[src/hw/rtl/gpslap_pkg.sv]
// ----------------------------------------------------------------------------
// gpslap_pkg
// Shared types and constants of the GPS lap gate timer.
// ----------------------------------------------------------------------------
package gpslap_pkg;

  // Field widths
  localparam int LatW  = 31;
  localparam int LonW  = 32;
  localparam int SpdW  = 16;
  localparam int TimeW = 32;
  localparam int InW   = 112;   // 111 packed bits, padded to whole bytes
  localparam int OutW  = 64;
  localparam int CfgIdxW = 4;
  localparam int CfgW  = 32;

  // Arithmetic widths
  localparam int OpW    = 33;   // coordinate differences
  localparam int ProdW  = 66;   // one signed product
  localparam int CrossW = 67;   // difference of two products
  localparam int MagW   = 67;   // magnitude of a cross product
  localparam int SumW   = 68;   // a + b
  localparam int DenW   = 69;   // 2 * (a + b)
  localparam int AccW   = 83;   // a * gap
  localparam int RemW   = 86;   // dividend and remainder
  localparam int QW     = 17;   // quotient bits
  localparam int CntW   = 5;

  // Sequencer counts
  localparam logic [CntW-1:0] MulLast  = 5'd8;
  localparam logic [CntW-1:0] NmulLast = 5'd15;
  localparam logic [CntW-1:0] DivFirst = 5'd16;

  // Gate limits
  localparam logic signed [31:0] LatLim = 32'sd900000000;
  localparam logic signed [31:0] LonLim = 32'sd1800000000;

  // Register indexes
  localparam logic [CfgIdxW-1:0] REG_ENABLE = 4'd0;
  localparam logic [CfgIdxW-1:0] REG_LLAT   = 4'd1;
  localparam logic [CfgIdxW-1:0] REG_LLON   = 4'd2;
  localparam logic [CfgIdxW-1:0] REG_RLAT   = 4'd3;
  localparam logic [CfgIdxW-1:0] REG_RLON   = 4'd4;
  localparam logic [CfgIdxW-1:0] REG_MAXGAP = 4'd5;
  localparam logic [CfgIdxW-1:0] REG_MINSPD = 4'd6;
  localparam logic [CfgIdxW-1:0] REG_MINLAP = 4'd7;

  // Crossing direction codes
  localparam logic [1:0] DIR_ANY     = 2'd0;
  localparam logic [1:0] DIR_NEG_POS = 2'd1;
  localparam logic [1:0] DIR_POS_NEG = 2'd2;

  // Controller to datapath commands
  typedef struct packed {
    logic            load;
    logic            commit;
    logic            mul;
    logic            ab_load;
    logic            nmul;
    logic            num_form;
    logic            div_step;
    logic            finish;
    logic [CntW-1:0] cnt;
  } cmd_t;

  // Datapath to controller status
  typedef struct packed {
    logic pre_ok;
    logic have_prev;
    logic gap_ok;
    logic speed_ok;
    logic go;
    logic out_free;
  } status_t;

endpackage

[src/hw/rtl/gpslap_ctrl.sv]
// ----------------------------------------------------------------------------
// gpslap_ctrl
// Sequencer of the lap gate timer: steps one fix through checks, cross
// products, interpolation multiply, division and the final update.
// ----------------------------------------------------------------------------
module gpslap_ctrl (
  input  logic                clk,
  input  logic                rst,
  input  logic                in_valid,
  output logic                in_ready,
  input  gpslap_pkg::status_t st,
  output gpslap_pkg::cmd_t    cmd
);

  localparam logic [3:0] ST_IDLE   = 4'd0;
  localparam logic [3:0] ST_CHECK  = 4'd1;
  localparam logic [3:0] ST_MUL    = 4'd2;
  localparam logic [3:0] ST_DECIDE = 4'd3;
  localparam logic [3:0] ST_NMUL   = 4'd4;
  localparam logic [3:0] ST_NUMF   = 4'd5;
  localparam logic [3:0] ST_DIV    = 4'd6;
  localparam logic [3:0] ST_FINISH = 4'd7;

  logic [3:0] state, state_next;
  logic [gpslap_pkg::CntW-1:0] cnt, cnt_next;

  assign in_ready = (state == ST_IDLE);

  // Next state and commands
  always_comb begin
    state_next = state;
    cnt_next   = cnt;
    cmd        = '0;
    cmd.cnt    = cnt;
    case (state)
      ST_IDLE: begin
        if (in_valid) begin
          cmd.load   = 1'b1;
          state_next = ST_CHECK;
        end
      end
      ST_CHECK: begin
        if (!st.pre_ok) begin
          state_next = ST_IDLE;
        end else if (st.have_prev && st.gap_ok && st.speed_ok) begin
          cnt_next   = '0;
          state_next = ST_MUL;
        end else begin
          cmd.commit = 1'b1;
          state_next = ST_IDLE;
        end
      end
      ST_MUL: begin
        cmd.mul = 1'b1;
        if (cnt == gpslap_pkg::MulLast) begin
          state_next = ST_DECIDE;
        end else begin
          cnt_next = cnt + 1'b1;
        end
      end
      ST_DECIDE: begin
        if (st.go) begin
          cmd.ab_load = 1'b1;
          cnt_next    = '0;
          state_next  = ST_NMUL;
        end else begin
          cmd.commit = 1'b1;
          state_next = ST_IDLE;
        end
      end
      ST_NMUL: begin
        cmd.nmul = 1'b1;
        if (cnt == gpslap_pkg::NmulLast) begin
          state_next = ST_NUMF;
        end else begin
          cnt_next = cnt + 1'b1;
        end
      end
      ST_NUMF: begin
        cmd.num_form = 1'b1;
        cnt_next     = gpslap_pkg::DivFirst;
        state_next   = ST_DIV;
      end
      ST_DIV: begin
        cmd.div_step = 1'b1;
        if (cnt == '0) begin
          state_next = ST_FINISH;
        end else begin
          cnt_next = cnt - 1'b1;
        end
      end
      ST_FINISH: begin
        if (st.out_free) begin
          cmd.finish = 1'b1;
          cmd.commit = 1'b1;
          state_next = ST_IDLE;
        end
      end
      default: begin
        state_next = ST_IDLE;
      end
    endcase
  end

  always_ff @(posedge clk) begin
    if (rst) begin
      state <= ST_IDLE;
      cnt   <= '0;
    end else begin
      state <= state_next;
      cnt   <= cnt_next;
    end
  end

endmodule

[config.mk]
export PLATFORM = sky130hd
export DESIGN_NAME = gpslap_ctrl
export DESIGN_NICKNAME = d
export VERILOG_FILES = /design/src/hw/rtl/gpslap_pkg.sv /design/src/hw/rtl/gpslap_ctrl.sv
export SDC_FILE = /design/constraint.sdc
export NUM_CORES = 1
export LEC_CHECK = 0
export BUFFER_PORTS_ARGS = -buffer_cell sky130_fd_sc_hd__buf_4
export CORE_AREA = 2 2 42 44
export CTS_CLUSTER_SIZE = 40
export DETAILED_ROUTE_END_ITERATION = 7
export DIE_AREA = 0 0 44 46
export PLACE_DENSITY = 0.75
export SETUP_SLACK_MARGIN = 0.15
export SLEW_MARGIN = 25
export SYNTH_ARGS = -nofsm -noshare
export SYNTH_HDL_FRONTEND = slang
export SYNTH_SLANG_ARGS = --single-unit
export TNS_END_PERCENT = 5
[constraint.sdc]
create_clock -name clk -period 3.75 [get_ports clk]
set_input_delay 0.75 -clock clk [delete_from_list [all_inputs] [get_ports clk]]
set_output_delay 0.75 -clock clk [all_outputs]
set_load 0.02 [all_outputs]
Word-level counts from Yosys, hierarchy flattened
Index checks and enable logic that the tools add are counted.

$add $sub $neg: 2. Eq/ne operators: 20. Muxes and demuxes: 30. Reductions and logical operators: 7.

Operators by type and width (number): $pmux 4 s8 (1); $mux 5 (6); $pmux 5 s6 (1); $mux 4 (6); $ne 2x2->1 const B (11); $eq 4x3->1 const B (4); $mux 1 (13); $eq 5x4->1 const B (2); $eq 4x2->1 const B (2); $reduce_and 7->1 (1); $reduce_bool 6->1 (1); $add 5x1->5 const B (1); $logic_not 5->1 (1); $reduce_and 5->1 (1); $sub 5x1->5 const B (1); $eq 4x1->1 const B (1); $logic_not 4->1 (1); $mux 3 (1); $pmux 1 s3 (1); $logic_and 1x1->1 (2); $mux 2 (1).

Register bits: 9. Input port bits: 9. Output and inout bits: 14. Logic and storage cells: 61.

Longest topological paths before layout
Gate-level depths: netlist (run 1).

Depth in word-level cells: 5. Depth in mapped cells: 10. Mapped depth without buffers: 8.

Least setup slack after synthesis (run 1)
Ideal clock, no wire load.

Path kind: reg-to-reg. Start: reg state[0]. End: reg cnt[4] (netlist name). Library setup time: 0.088 ns. Arrival: 2.332 ns. Path slack: 1.330 ns. Cell stages (with the launch flop): 11. Path buffers: 2. Period minus slack after synthesis: 2.420 ns. Cell sequence: dfxtp_1 buf_6 and3b_1 clkbuf_1 xor2_1 ha_1 or3_1 a21oi_2 xnor2_1 or3_1 a311oi_2.

Cells in the longest elaborated chain, start to end: 3. Elaborated cells on any way between the ends: 15.

RTL lines: start: declaration (RTL line gpslap_ctrl.sv:24) `logic [3:0] state, state_next;`; start signal: assignment (RTL line gpslap_ctrl.sv:110) `state <= state_next;`; $eq 4x3->1 (tied with other cells) (RTL line gpslap_ctrl.sv:35) `case (state)`; $reduce_bool 6->1 (no source line) or $ne 2x2->1 (tied branches); $reduce_and 7->1 (no source line); end signal: assignment (RTL line gpslap_ctrl.sv:111) `cnt <= cnt_next;`; end: declaration (RTL line gpslap_ctrl.sv:25) `logic [gpslap_pkg::CntW-1:0] cnt, cnt_next;`.

Several ways; a longest one is shown, not always the timed one. A chain may end at the register's enable or synchronous reset.

Worst setup path in the final report (run 1)
Same ends and word-level chain as after synthesis.

==> metrics.cfg, run 1 <==
[run_status]
status = finished clean

[critical_path]
start_kind = flop
crit_buf_inv = 0
crit_fanout = 19
crit_slowest_cell = dfxtp_1
reg2reg_slack_ns = 1.22
worst_ep_required_time_ns = 3.93
slowest_delay_ns = 0.64
cp_cell_sequence = and3b_1 > xor2_1 > ha_1 > or3_1 > a21oi_2 > xnor2_1 > or3_1 > a311oi_2
cpLargestDelayFamily = simple AND/OR/NAND/NOR gates
cp_data_arrival_time_ns = 2.71
crit_type = flop to flop
cp-end-kind = flop
cp_common_cell = or3_1

[cts]
root_buffer = clkbuf_4
clock_latency_ns = 0.27
hold_buffers = 0
clock_sinks = 8
clock_path_buffers = 2
post_cts_buffers = 0
cts_inserted_buffers = 3
post_cts_resized = 0
htree_levels = 1
clk_pin_slew_ns = 0.07
cts_tree = yes

[global_routing]
grt_usage_pct = 19.15
grt.busiest_layer = met2
grt_util_met1_pct = 23.76
gr-total-overflow = 0
first_global_vias = 662
antenna_found_initial = 0
grt_pass1_wl_mm = 2.842
met3_usage_pct = 2.778
use_met2_pct = 32.35
grt_max_degree = 20

[route]
ant_nets = 0
drcViolationCount = 0
wl_per_cell_um = 13.83
dr_total_vias = 737
drt_first_pass_iters = 4
drt-total-wl_mm = 1.798
drt_iter0_drc = 12
viasPerCell = 5.669

[synthesis]
synth-compound-area-share_pct = 27.55
synth_nets = 105
seq_area_frac_synth_pct = 21.77
synthArstFlopShare_pct = 0
synthesis.area_sq_um = 735.7
synthXorXnorAreaFrac_pct = 4.762
synthMuxAreaShare_pct = 1.361
yosysUniqueCellTypes = 40
synth-edff-count = 0
synthSimpleGateAreaFrac_pct = 32.99
synth.avg_cell_area_sq_um = 7.827
synthFlopType = dfxtp_1
ys.warnings.count = 0
yosys.area_share.adder_pct = 3.401
syn-instance-count = 94
synth_top_family_by_area = simple AND/OR/NAND/NOR gates
yosys_register_bits = 8

[timing]
worst_pin_slew_ns = 0.5050
setup-violations-final = 0
finalCriticalPeriod_ns = 2.526
final-hold-violation-count = 0
setup-tns-final_ns = 0
fin_crit_sh_pct = 67.37
rsz0062_at_grt = no
relSlewSlack_pct = 66.29
fmax_ghz = 0.3958
finClkSkew_ns = 0.001998
maxSlewViolCount = 0

[floorplanning]
start_util_pct = 45.58
die_w_um = 44
die_h_um = 46
fp.coreArea_sq_mm = 0.001614
die_area_sq_mm = 0.002024
num_io_pins = 23
core.rowCount = 15

[layout]
drive_gt1_share_pct = 27.43
area_growth_pct = 21.26
fin_nets = 126
final_core_util_pct = 55.27
n_antenna_cell = 0
fillers = 161

[pwr]
powerDensity_mw_per_mm2 = 216.2
sw_frac_of_total_pct = 28.47
pwr-share-clk_pct = 38.9
p_seq_share_pct = 46.8
vdd_ir_drop_max_v = 0.0001446
pwr-share-comb_pct = 14.3
internal-power_mw = 0.1379
p_sw_mw = 0.05490
p_leak_nw = 0.4009

[place]
gp_congestion = 0.7701
port_buffers = 22

[flow_run]
maxCapViolCount = 0

[hold_path]
hold_class = flop to flop

==> cells by family after synthesis <==
kind of cell               Yosys count
and+or+nand+nor                     45
AOI/OAI and AO/OA                   26
buffers and inverters                8
DFF                                  8
xor gates and xnor gates             4
adders and majority gates            2
muxes                                1
==> layout make-up <==
class                           instances  area [sq um]  area share [%]
Clock buffer                            3         22.52           2.525
Timing Repair Buffer                   22         165.2           18.51
Sequential cell                         8         160.2           17.95
Tap cell                               17         21.27           2.384
Multi-Input combinational cell         78         515.5           57.78
Inverter                                2         7.507          0.8415
==> sequential cells by signal, indices dropped and copies added, names as in the netlist <==
signal and count:
cnt 5, state 3
==> final timing paths <==
check	startpoint	to	cells past startpoint
max reg2reg	state[0]	cnt[4]	8
min	cnt[4]	cnt[4]	2
max	state[0]	cnt[4]	8
min reg2reg	cnt[4]	cnt[4]	2
==> synthesized netlist by cell type, types with 3 or more instances <==
master   instances  share of area (%)
xnor2_1          3                3.6
and2_1           4                3.4
nor2b_1          5                4.3
nor2_1           9                4.6
dfxtp_1          8                 22
buf_6            4                6.1
nor3_1           4                2.7
a21oi_1          7                4.8
nand3_1          3                2.0
nand2_1          7                3.6
==> per-layer routing <==
metal,up-vias,share of wire (%)
met5,-,0
met4,0,1.4
met3,5,4.4
met2,21,49
met1,330,45
li1,381,-
==> tightest hold or removal path, stage by stage (launching register included) <==
cell	delay [ns]
dfxtp_1	0.37
a21oi_1	0.18
a311oi_2	0.06
==> power groups by stage <==
stage          Combinational (mW)  Clock, mW  Sequential (mW)
2_1_floorplan              0.0197          0           0.0893
3_3_place_gp               0.0272          0           0.0920
3_5_place_dp               0.0276          0           0.0922
4_1_cts                    0.0276     0.0754           0.0902
5_1_grt                    0.0302     0.0771           0.0906
6_report                   0.0276     0.0751           0.0902
==> metrics by stage <==
step	hold WS, ns	cells	setup WS [ns]	cell area [sq um]	power (mW)
4_1_cts	0.6580	130	1.211	892.1	0.1932
3_5_place_dp	0.6477	127	1.225	869.6	0.1197
5_1_grt	0.7062	130	1.081	892.1	0.1979
6_report	0.6583	130	1.224	892.1	0.1928
2_1_floorplan	0.6253	94	1.330	735.7	0.1090
3_3_place_gp	0.6463	127	1.295	869.6	0.1192
==> layout by cell type, fill, tap and decap left out, drive strengths merged, types with 2 or more instances in the layout <==
| cell type | instances |
|---|---|
| buf | 22 |
| nor2 | 9 |
| dfxtp | 8 |
| a21oi | 8 |
| nand2 | 7 |
| nor2b | 5 |
| nor3 | 4 |
| and2 | 4 |
| nand3 | 3 |
| xnor2 | 3 |
| clkbuf | 3 |
| nand2b | 2 |
| and3 | 2 |
| o21ai | 2 |
| inv | 2 |
| nand4b | 2 |
| o21a | 2 |
| a21bo | 2 |
| or3 | 2 |
| ha | 2 |
| a311oi | 2 |
No activity file was read; power rests on OpenSTA's default activity.
==> run 2: changes to the inputs <==
==> constraint.sdc (replaced) <==
create_clock -name clk -period 2.4 [get_ports clk]
set_input_delay 0.48 -clock clk [delete_from_list [all_inputs] [get_ports clk]]
set_output_delay 0.48 -clock clk [all_outputs]
set_load 0.02 [all_outputs]
==> run 2 against run 1 <==
Effect of this change:
- flip-flop and latch count unchanged
- clock skew up 0.0074 ns
- via count up 3.7%
- critical path depth unchanged
- register-to-register slack worse by 0.92 ns
- largest cell class unchanged
==> metrics.cfg, run 2 (synthesized netlist as in run 1, its figures left out) <==
[place]
port_buffers = 22
gp_congestion = 0.8416
dp.cells = 130
hpwl_mm = 1.391

[critical_path]
cp_common_cell = or3_1
r2r-start = state[0]
reg2reg_slack_ns = 0.30
ff2ff_path_depth = 8
crit_fanout = 5
r2r_end = cnt[4]
crit_buf_inv = 0
cp_data_arrival_time_ns = 2.27
cpLargestDelayFamily = simple AND/OR/NAND/NOR gates
crit_slowest_cell = or3_1
cp_cell_sequence = and3b_2 > xor2_1 > ha_2 > or3_1 > a21oi_2 > xnor2_1 > or3_1 > a311oi_2
worst_ep_required_time_ns = 2.57
cp-end-kind = flop
slowest_delay_ns = 0.33
crit_type = flop to flop
start_kind = flop

[timing]
setup-violations-final = 0
setup-tns-final_ns = 0
rsz0062_at_grt = no
final-hold-violation-count = 0
finalCriticalPeriod_ns = 2.101
fin_crit_sh_pct = 87.55
worst_pin_slew_ns = 0.4887
finClkSkew_ns = 0.009394
fmax_ghz = 0.4759
maxSlewViolCount = 0
relSlewSlack_pct = 67.12

[cts]
htree_levels = 1
clock_latency_ns = 0.25
post_cts_resized = 0
clk_pin_slew_ns = 0.06
clock_sinks = 8
hold_buffers = 0
post_cts_buffers = 0
cts_inserted_buffers = 3
cts_tree = yes
clock_path_buffers = 2
root_buffer = clkbuf_4

[layout]
regMostFlops = cnt
final_cell_mix = 25 x buf_4, 9 x nor2_1, 8 x dfxtp_1
largest_register_ffs = 5
final_common_cell = buf_4
fin_nets = 129
reg.largest.list = cnt: 5 flops, state: 3 flops
n_antenna_cell = 0
area_growth_pct = 24.83
fin_cells = 133
drive_gt1_share_pct = 31.03
fillers = 173

[global_routing]
grt_usage_pct = 19.01
antenna_found_initial = 0
gr-total-overflow = 0
first_global_vias = 622
grt_max_degree = 19
grt_pass1_wl_mm = 2.808

[hold_path]
min_to = cnt[0]
min_path_cells = 2
hold_path_startpoint = rst
hold_class = input pin to flop

[floorplanning]
die_area_sq_mm = 0.002024
fp.coreArea_sq_mm = 0.001614
die_h_um = 46
die_w_um = 44
core.rowCount = 15
num_io_pins = 23
start_util_pct = 45.58

[pwr]
p_leak_nw = 0.4132
powerDensity_mw_per_mm2 = 314.5
vdd_ir_drop_max_v = 0.0003649

[run_status]
status = finished clean

[route]
drcViolationCount = 0
ant_nets = 0
drt_iter0_drc = 17
drt-total-wl_mm = 1.748
viasPerCell = 5.744
wl_per_cell_um = 13.14
drt_first_pass_iters = 4
dr_total_vias = 764

[flow_run]
maxCapViolCount = 0

run 2: cell types whose count changed in the layout (fill, tap and decap cells not counted), sizes merged:
cell / change
buf: +3
run 2: report_power, final:
part	total (mW)	internal, mW	switching (mW)	leakage, nW
logic	0.0502	0.0246	0.0256	0.335
registers	0.136	0.135	0.00136	0.0647
clock network	0.102	0.0572	0.0452	0.0138
run 2: final cells by class:
cell class                      instances  area, sq um  area share [%]
Timing Repair Buffer                   25        187.7           20.44
Multi-Input combinational cell         78        519.2           56.54
Sequential cell                         8        160.2           17.44
Inverter                                2        7.507          0.8174
Clock buffer                            3        22.52           2.452
Tap cell                               17        21.27           2.316
run 2: through the flow:
| step | util, % | hold WS (ns) | setup slack, ns | instance area [sq um] | power [mW] |
|---|---|---|---|---|---|
| 2_1_floorplan | - | 0.6253 | 0.1556 | 742.0 | 0.1704 |
| 3_3_place_gp | 55.43 | 0.6339 | 0.3545 | 894.6 | 0.1886 |
| 3_5_place_dp | 55.43 | 0.6345 | 0.2892 | 894.6 | 0.1894 |
| 4_1_cts | 56.82 | 0.4606 | 0.2661 | 917.1 | 0.2932 |
| 5_1_grt | 56.90 | 0.4589 | 0.1982 | 918.4 | 0.3036 |
| 6_report | 56.90 | 0.4592 | 0.2987 | 918.4 | 0.2888 |
run 2: worst register-to-register path, cell delays in order, from the launching register on:
cell and delay [ns]:
dfxtp_1 0.32, and3b_2 0.25, xor2_1 0.16, ha_2 0.21
or3_1 0.33, a21oi_2 0.15, xnor2_1 0.06, or3_1 0.32
a311oi_2 0.23
run 2: how the worst max path moves through the flow:
stage | start | endpoint | slack [ns] | cells after the start
2_1_floorplan | state[0] | cnt[4] | 0.16 | 10
3_3_place_gp | state[0] | cnt[4] | 0.35 | 8
3_5_place_dp | state[0] | cnt[4] | 0.29 | 8
4_1_cts | state[0] | cnt[4] | 0.27 | 8
5_1_grt | state[0] | cnt[4] | 0.20 | 8
6_report | state[0] | cnt[4] | 0.30 | 8
run 2: metal layers:
metal	global-route usage (%)	wire length, um
met1	24.64	809
met2	31.18	868
met3	4.762	50
met4	5.455	21
met5	0	0
